File: config.mk
export PLATFORM = sky130hd
export DESIGN_NAME = ssi_encoder_reader_unit
export DESIGN_NICKNAME = d
export VERILOG_FILES = /design/src/design/ssi_rd_pkg.sv /design/src/design/ssi_rd_core.sv /design/src/design/ssi_encoder_reader_unit.sv
export SDC_FILE = /design/constraint.sdc
export NUM_CORES = 1
export LEC_CHECK = 0
export ABC_AREA = 0
export BUFFER_PORTS_ARGS = -buffer_cell sky130_fd_sc_hd__buf_2
export CAP_MARGIN = 20
export CORE_UTILIZATION = 25
export DETAILED_ROUTE_END_ITERATION = 16
export GPL_TIMING_DRIVEN = 0
export PLACE_DENSITY = 0.39
export SLEW_MARGIN = 30
export SYNTH_ARGS = -nofsm -noshare
export SYNTH_HDL_FRONTEND = slang
export SYNTH_SLANG_ARGS = --single-unit
File: constraint.sdc
create_clock -name clock -period 9 [get_ports clock]
set_input_delay 1.8 -clock clock [delete_from_list [all_inputs] [get_ports clock]]
set_output_delay 1.8 -clock clock [all_outputs]
set_load 0.1 [all_outputs]
File: src/design/ssi_rd_pkg.sv
// shared types and constants for the ssi encoder reader
// no dependencies; used by ssi_rd_core and ssi_encoder_reader_unit
`default_nettype none

package ssi_rd_pkg;

   // default width of the turns and position shift registers
   localparam int FIELD_WIDTH_DEFAULT = 16;
   // width of the turns and position result fields
   localparam int VALUE_WIDTH = 16;
   // status field width and largest status bit count
   localparam int STATUS_WIDTH = 8;
   localparam int STATUS_MAX = 8;

   // configuration register port
   localparam int CSR_INDEX_WIDTH = 2;
   localparam int CSR_DATA_WIDTH = 5;
   localparam logic [CSR_INDEX_WIDTH-1:0] CSR_TURN_BITS = 2'd0;
   localparam logic [CSR_INDEX_WIDTH-1:0] CSR_POSITION_BITS = 2'd1;
   localparam logic [CSR_INDEX_WIDTH-1:0] CSR_STATUS_COUNT = 2'd2;

   // configuration reset values
   localparam logic [4:0] TURN_BITS_RESET = 5'd12;
   localparam logic [4:0] POSITION_BITS_RESET = 5'd13;
   localparam logic [3:0] STATUS_COUNT_RESET = 4'd0;

   // request kinds
   localparam logic KIND_TICK = 1'b0;
   localparam logic KIND_START = 1'b1;

   // one result transfer
   typedef struct packed {
      logic                    clock_level;
      logic                    busy_res;
      logic                    done_res;
      logic [VALUE_WIDTH-1:0]  turns;
      logic [VALUE_WIDTH-1:0]  position;
      logic [STATUS_WIDTH-1:0] status_value;
   } result_type;

endpackage

`default_nettype wire

File: src/design/ssi_rd_core.sv
// ssi frame sequencer: config registers, frame state and result formation
// depends on ssi_rd_pkg
`default_nettype none

module ssi_rd_core #(
   parameter int FIELD_WIDTH = ssi_rd_pkg::FIELD_WIDTH_DEFAULT
) (
   input  wire logic                                    clock,
   input  wire logic                                    reset,
   input  wire logic                                    accept,
   input  wire logic                                    kind,
   input  wire logic                                    data_level,
   input  wire logic                                    gray_mode,
   input  wire logic                                    csr_write_enable,
   input  wire logic [ssi_rd_pkg::CSR_INDEX_WIDTH-1:0]  csr_index,
   input  wire logic [ssi_rd_pkg::CSR_DATA_WIDTH-1:0]   csr_write_data,
   output ssi_rd_pkg::result_type                       result
);

   localparam int VW = ssi_rd_pkg::VALUE_WIDTH;
   localparam int SW = ssi_rd_pkg::STATUS_WIDTH;
   // bit counter wide enough for the largest frame length
   localparam int CW = $clog2(2 * FIELD_WIDTH + ssi_rd_pkg::STATUS_MAX + 1);

   typedef enum logic [3:0] {
      PH_IDLE   = 4'b0001,
      PH_LEAD   = 4'b0010,
      PH_LOW    = 4'b0100,
      PH_SAMPLE = 4'b1000
   } phase_type;

   logic [4:0]             turn_bits_ff;
   logic [4:0]             position_bits_ff;
   logic [3:0]             status_count_ff;

   phase_type              phase_ff, phase_in;
   logic [CW-1:0]          bit_index_ff, bit_index_in;
   logic [FIELD_WIDTH-1:0] turn_shift_ff, turn_shift_in;
   logic [FIELD_WIDTH-1:0] position_shift_ff, position_shift_in;
   logic [SW-1:0]          status_shift_ff, status_shift_in;
   logic                   gray_latched_ff, gray_latched_in;
   logic                   clock_out_ff, clock_out_in;

   logic [CW-1:0]          t_cnt, p_cnt, s_cnt, tp_cnt, total_cnt;
   logic [CW-1:0]          index_next;
   logic                   done;
   logic [FIELD_WIDTH-1:0] turn_bin, position_bin;
   logic [FIELD_WIDTH-1:0] turn_val, position_val;

   // configuration registers
   always_ff @(posedge clock) begin
      if (reset) begin
         turn_bits_ff     <= ssi_rd_pkg::TURN_BITS_RESET;
         position_bits_ff <= ssi_rd_pkg::POSITION_BITS_RESET;
         status_count_ff  <= ssi_rd_pkg::STATUS_COUNT_RESET;
      end else if (csr_write_enable) begin
         unique case (csr_index)
            ssi_rd_pkg::CSR_TURN_BITS:     turn_bits_ff     <= csr_write_data;
            ssi_rd_pkg::CSR_POSITION_BITS: position_bits_ff <= csr_write_data;
            ssi_rd_pkg::CSR_STATUS_COUNT:  status_count_ff  <= csr_write_data[3:0];
            default: ;
         endcase
      end
   end

   // clamped bit counts and field boundaries
   always_comb begin
      t_cnt = (CW'(turn_bits_ff) > CW'(FIELD_WIDTH)) ? CW'(FIELD_WIDTH)
                                                     : CW'(turn_bits_ff);
      p_cnt = (CW'(position_bits_ff) > CW'(FIELD_WIDTH)) ? CW'(FIELD_WIDTH)
                                                         : CW'(position_bits_ff);
      s_cnt = (CW'(status_count_ff) > CW'(ssi_rd_pkg::STATUS_MAX))
              ? CW'(ssi_rd_pkg::STATUS_MAX) : CW'(status_count_ff);
      tp_cnt    = t_cnt + p_cnt;
      total_cnt = tp_cnt + s_cnt;
   end

   // frame sequencing
   always_comb begin
      phase_in          = phase_ff;
      bit_index_in      = bit_index_ff;
      turn_shift_in     = turn_shift_ff;
      position_shift_in = position_shift_ff;
      status_shift_in   = status_shift_ff;
      gray_latched_in   = gray_latched_ff;
      clock_out_in      = clock_out_ff;
      index_next        = bit_index_ff;
      done              = 1'b0;

      if (kind == ssi_rd_pkg::KIND_START) begin
         if (phase_ff == PH_IDLE) begin
            gray_latched_in   = gray_mode;
            turn_shift_in     = '0;
            position_shift_in = '0;
            status_shift_in   = '0;
            bit_index_in      = '0;
            clock_out_in      = 1'b0;
            phase_in          = PH_LEAD;
         end
      end else begin
         unique case (phase_ff)
            PH_LEAD: begin
               clock_out_in = 1'b1;
               if (total_cnt == '0) begin
                  done = 1'b1;
               end else begin
                  phase_in = PH_LOW;
               end
            end
            PH_LOW: begin
               clock_out_in = 1'b0;
               phase_in     = PH_SAMPLE;
            end
            PH_SAMPLE: begin
               // shift the sampled bit into the field that owns this index
               if (bit_index_ff < t_cnt) begin
                  turn_shift_in = {turn_shift_ff[FIELD_WIDTH-2:0], data_level};
               end else if (bit_index_ff < tp_cnt) begin
                  position_shift_in = {position_shift_ff[FIELD_WIDTH-2:0], data_level};
               end else if (bit_index_ff < total_cnt) begin
                  status_shift_in = {status_shift_ff[SW-2:0], data_level};
               end
               if (bit_index_ff < total_cnt) begin
                  index_next = bit_index_ff + CW'(1);
               end
               bit_index_in = index_next;
               clock_out_in = 1'b1;
               if (index_next >= total_cnt) begin
                  done = 1'b1;
               end else begin
                  phase_in = PH_LOW;
               end
            end
            default: begin
               clock_out_in = 1'b1;
            end
         endcase
      end

      if (done) begin
         phase_in     = PH_IDLE;
         bit_index_in = '0;
      end
   end

   // frame state registers
   always_ff @(posedge clock) begin
      if (reset) begin
         phase_ff          <= PH_IDLE;
         bit_index_ff      <= '0;
         turn_shift_ff     <= '0;
         position_shift_ff <= '0;
         status_shift_ff   <= '0;
         gray_latched_ff   <= 1'b0;
         clock_out_ff      <= 1'b1;
      end else if (accept) begin
         phase_ff          <= phase_in;
         bit_index_ff      <= bit_index_in;
         turn_shift_ff     <= turn_shift_in;
         position_shift_ff <= position_shift_in;
         status_shift_ff   <= status_shift_in;
         gray_latched_ff   <= gray_latched_in;
         clock_out_ff      <= clock_out_in;
      end
   end

   // gray to binary: each bit is the xor of itself and all higher bits
   always_comb begin
      for (int i = 0; i < FIELD_WIDTH; i++) begin
         turn_bin[i]     = ^(turn_shift_in >> i);
         position_bin[i] = ^(position_shift_in >> i);
      end
      turn_val     = gray_latched_in ? turn_bin : turn_shift_in;
      position_val = gray_latched_in ? position_bin : position_shift_in;
   end

   // result of the current transfer; values only on the completing tick
   always_comb begin
      result.clock_level  = clock_out_in;
      result.busy_res     = (phase_in != PH_IDLE);
      result.done_res     = done;
      result.turns        = done ? VW'(turn_val) : '0;
      result.position     = done ? VW'(position_val) : '0;
      result.status_value = done ? status_shift_in : '0;
   end

endmodule

`default_nettype wire

File: src/design/ssi_encoder_reader_unit.sv
// ssi absolute encoder reader top level; depends on ssi_rd_pkg and ssi_rd_core
// a response is registered in the output register, or in the skid register while rsp_stall holds the output
// throughput: one request per cycle while req_stall is low, each one half period of the ssi clock
// a response held by rsp_stall waits in the output register, one more request
// lands in the skid register, then req_stall holds off further requests
// reset: synchronous; frame idle, clock line high, config 12/13/0 bits, buffer empty
`default_nettype none

module ssi_encoder_reader_unit #(
   parameter int FIELD_WIDTH = ssi_rd_pkg::FIELD_WIDTH_DEFAULT
) (
   input  wire logic                                    clock,
   input  wire logic                                    reset,
   // request channel
   input  wire logic                                    req_valid,
   output      logic                                    req_stall,
   input  wire logic                                    req_kind,
   input  wire logic                                    req_data_level,
   input  wire logic                                    req_gray_mode,
   // response channel
   output      logic                                    rsp_valid,
   input  wire logic                                    rsp_stall,
   output      logic                                    rsp_clock_level,
   output      logic                                    rsp_busy_res,
   output      logic                                    rsp_done_res,
   output      logic [ssi_rd_pkg::VALUE_WIDTH-1:0]      rsp_turns,
   output      logic [ssi_rd_pkg::VALUE_WIDTH-1:0]      rsp_position,
   output      logic [ssi_rd_pkg::STATUS_WIDTH-1:0]     rsp_status_value,
   // configuration writes
   input  wire logic                                    csr_write_enable,
   input  wire logic [ssi_rd_pkg::CSR_INDEX_WIDTH-1:0]  csr_index,
   input  wire logic [ssi_rd_pkg::CSR_DATA_WIDTH-1:0]   csr_write_data
);

   logic                   req_accept;
   logic                   rsp_take;
   ssi_rd_pkg::result_type new_result;
   ssi_rd_pkg::result_type out_data_ff;
   ssi_rd_pkg::result_type skid_data_ff;
   logic                   out_valid_ff;
   logic                   skid_valid_ff;

   assign req_stall  = skid_valid_ff;
   assign req_accept = req_valid && !req_stall;
   assign rsp_take   = out_valid_ff && !rsp_stall;

   ssi_rd_core #(
      .FIELD_WIDTH(FIELD_WIDTH)
   ) u_core (
      .clock            (clock),
      .reset            (reset),
      .accept           (req_accept),
      .kind             (req_kind),
      .data_level       (req_data_level),
      .gray_mode        (req_gray_mode),
      .csr_write_enable (csr_write_enable),
      .csr_index        (csr_index),
      .csr_write_data   (csr_write_data),
      .result           (new_result)
   );

   // output buffer control
   always_ff @(posedge clock) begin
      if (reset) begin
         out_valid_ff  <= 1'b0;
         skid_valid_ff <= 1'b0;
      end else if (rsp_take || !out_valid_ff) begin
         if (skid_valid_ff) begin
            out_valid_ff  <= 1'b1;
            skid_valid_ff <= 1'b0;
         end else begin
            out_valid_ff  <= req_accept;
         end
      end else if (req_accept) begin
         skid_valid_ff <= 1'b1;
      end
   end

   // output buffer payload
   always_ff @(posedge clock) begin
      if (rsp_take || !out_valid_ff) begin
         if (skid_valid_ff) begin
            out_data_ff <= skid_data_ff;
         end else if (req_accept) begin
            out_data_ff <= new_result;
         end
      end else if (req_accept) begin
         skid_data_ff <= new_result;
      end
   end

   // response ports
   assign rsp_valid        = out_valid_ff;
   assign rsp_clock_level  = out_data_ff.clock_level;
   assign rsp_busy_res     = out_data_ff.busy_res;
   assign rsp_done_res     = out_data_ff.done_res;
   assign rsp_turns        = out_data_ff.turns;
   assign rsp_position     = out_data_ff.position;
   assign rsp_status_value = out_data_ff.status_value;

endmodule

`default_nettype wire
==> flow_summary_export.csv <==
group,metric,value,unit
outcome,status,"finished clean",
job,drv_cap,0,
synth,synth_area_per_cell,9.58,sq um
clock_network,clk_pin_slew,0.06,ns
placed_design,placed_cell_area,9530,sq um
timing,tightestPinTransition,0.928,ns
min_path,hp-class,"flip-flop to flip-flop",
clock_network,numCtsBuffers,17,
synth,synth_edf_count,86,
timing,post-route-period-util,0.928,
synth,yosysWarningCount,0,
detailed_routing,totalWireLength,24300,um
clock_network,postCtsHoldBufs,0,
floorplan,io_pins,60,
placed_design,hpwl,17800,um
detailed_routing,detail_route.wl_per_cell,16.9,um
grt,grt_overflow_total,0,
clock_network,htreeDepth,4,
floorplan,rows,67,
clock_network,cts.path.max_buffers,2,
grt,grt_pass1_wl,37900,um
timing,hold_viol_final,0,
clock_network,clkSinkCount,154,
layout,final_common_cell,"nor2_1",
layout,num-fill-cells,3558,
power,cellPowerDensity,180,nW/um^2
detailed_routing,vias,6695,
timing,relSlewSlack,0.376,
clock_network,cts-root-buf,"clkbuf_16",
floorplan,initial_core_util,0.255,
floorplan,die_y,187,um
timing,clock_skew,0.0138,ns
layout,synthToLayoutAreaGrowth,17.6,%
critical_path,critPathMaxFanout,10,
critical_path,required,9.16,ns
synth,post_synth_num_cell_types,72,
detailed_routing,viasPerCell,4.67,
grt,grt_pass1_vias,6302,
layout,nNetsFinal,1017,
layout,final_cell_area,10100,sq um
synth,yosys_register_bits,154,
floorplan,fp.coreArea,33600,sq um
timing,period_needed,8.35,ns
floorplan,die_w,187,um
detailed_routing,drt_pass1_iterations,5,
placed_design,placed_cells,1403,
grt,grtUsageTotal,0.141,
power,p_leak,3.64,nW
critical_path,crit_path_start_kind,"flip-flop",
critical_path,path_class,"flip-flop to flip-flop",
clock_network,clock_latency,0.44,ns
layout,final_layout_size_suffix_gt1_frac,0.133,
layout,layout.cells.non_filler,1435,
timing,tns,0,ns
synth,syn_nets,937,
grt,grt_max_degree,22,
critical_path,critPathArrivalTime,8.51,ns
detailed_routing,ant_nets,0,
power,peakVddDrop,0.000142,V
placed_design,io_buffers,57,
timing,fmax,0.120,GHz
synth,postSynth.asyncResetShare,0,
synth,yosys_most_used_dff,"edfxtp_1",
detailed_routing,drc,0,
critical_path,reg2reg_setup_slack,0.65,ns
timing,setup_viol,0,
timing,drv_slew,0,
detailed_routing,drt-initial-drc-count,489,
grt,antenna_found_initial,0,
layout,layout_common_cells,"nor2_1 (144), edfxtp_1 (86), nand2_1 (85)",
layout,n_antenna_cell,0,
floorplan,die_area,35000,sq um
critical_path,crit_path_start,"u_core.turn_bits_ff[0]",
clock_network,cts_tree,"built",
synth,syn_inst,894,
synth,ys_seq_area_frac,0.460,
critical_path,cp-end-kind,"flip-flop",
min_path,min-delay-start,"u_core.position_bits_ff[3]",
timing,rsz0062_at_grt,"no",
synth,synthesis.area,8570,sq um
clock_network,postCtsSetupRepairBufs,0,
critical_path,timing.rr.start,"u_core.turn_bits_ff[0]",
placed_design,gp_congestion,0.768,
## path summary, 6_finish.rpt
check / to / depth (start not counted)
min: u_core.position_bits_ff[3] / 1
min reg2reg: u_core.position_bits_ff[3] / 1
max reg2reg: skid_data_ff[4] / 26
max: skid_data_ff[4] / 26
## cell type report
class	instances	area [sq um]	share of cell area
plain buffers	59	234	0.0232
clock buffers	17	425	0.0422
clock inverters	15	115	0.0114
inverters	19	71.3	0.00708
multi-input cells	662	4350	0.431
flip-flops and latches	154	3940	0.391
well taps	448	561	0.0556
repair buffers	61	383	0.0380
## Yosys cell counts (all sizes together) (3+ instances only)
cell    count  area share
a211o       8      0.0082
a211oi     18       0.016
a21boi      3      0.0026
a21o       11      0.0096
a21oi      49       0.030
a221oi     10       0.012
a22oi      46       0.040
a31oi       6      0.0044
a32oi       4      0.0041
and2        5      0.0037
and3       11      0.0080
and4b       3      0.0035
buf        14      0.0076
clkbuf     45       0.020
dfxtp      68        0.16
edfxtp     86        0.30
ha         26       0.038
inv        19      0.0083
mux2        7      0.0092
mux2i       6      0.0070
nand2      85       0.037
nand2b     15       0.011
nand3       4      0.0023
nand3b      4      0.0035
nor2      146       0.064
nor2b      16       0.012
nor3       15      0.0093
nor3b       3      0.0026
nor4b       4      0.0048
o21ai      21       0.013
o22a        4      0.0041
o22ai       5      0.0037
o31ai      34       0.032
or2         4      0.0029
xnor2      30       0.032
xnor3       4       0.011
xor2       31       0.033
## per-stage QoR
stage / utilization / power [mW] / hold slack (ns) / worst slack [ns]
6_report: 0.300 / 1.82 / 0.471 / 0.652
5_1_grt: 0.300 / 1.90 / 0.486 / 0.0969
4_1_cts: 0.300 / 1.84 / 0.471 / 0.337
3_5_place_dp: 0.284 / 1.15 / 0.456 / 0.388
3_3_place_gp: 0.280 / 1.15 / 0.447 / 0.405
2_1_floorplan: - / 1.07 / 0.427 / 2.47
## registers in the layout, indices dropped and copies added (netlist names), 6 cells and up
signal                    count
skid_data_ff                 43
rsp_position                 16
rsp_turns                    16
u_core.position_shift_ff     16
u_core.turn_shift_ff         16
rsp_status_value              8
u_core.status_shift_ff        8
u_core.bit_index_ff           6
## what timing repair did
action                                  in CTS  in global routing
endpoints found under the setup margin       0                 31
endpoints found under the hold margin        0                  0
gates resized for setup                      0                  1
## where the power goes
| group | switching, mW | leakage, nW | internal (mW) |
|---|---|---|---|
| Sequential | 0.0131 | 1.32 | 0.768 |
| Clock | 0.324 | 0.265 | 0.357 |
| Combinational | 0.248 | 2.05 | 0.105 |
## routing by layer
layer | vias to the layer above | GRT usage | wire (um) | part of all wire
met5 | - | 0 | 0 | 0
met3 | 18 | 0.0276 | 727 | 0.030
li1 | 3400 | - | - | -
met1 | 3169 | 0.200 | 12600 | 0.52
met2 | 108 | 0.219 | 10700 | 0.44
met4 | 0 | 0.0340 | 232 | 0.0095
## worst max-delay path, stage by stage (launching register included)
cell	delay [ns]
dfxtp_1	0.36
nor2b_1	0.17
ha_1	0.21
inv_1	0.07
fa_1	0.62
inv_1	0.06
ha_1	0.28
a21o_1	0.18
a21o_1	0.20
xnor2_1	0.26
ha_1	0.28
a21oi_1	0.29
nand2_1	0.12
a21o_1	0.19
a21oi_1	0.58
mux2_2	0.44
ha_1	0.28
a21o_1	0.15
a21o_1	0.17
a21oi_1	0.22
or4bb_1	0.51
a41oi_1	0.47
nor2_1	0.10
o21ai_2	0.49
clkbuf_1	0.68
buf_1	0.55
nor2_1	0.12
## logic make-up after synthesis
logic type / count (synthesis) / synth area share
buf+inv: 78 / 0.0356
compound gates: 231 / 0.194
simple gates: 325 / 0.175
mux: 13 / 0.0162
fa+ha+maj: 28 / 0.0426
xor+xnor: 65 / 0.0759
flops: 154 / 0.460
(Power assumes the default switching activity.)
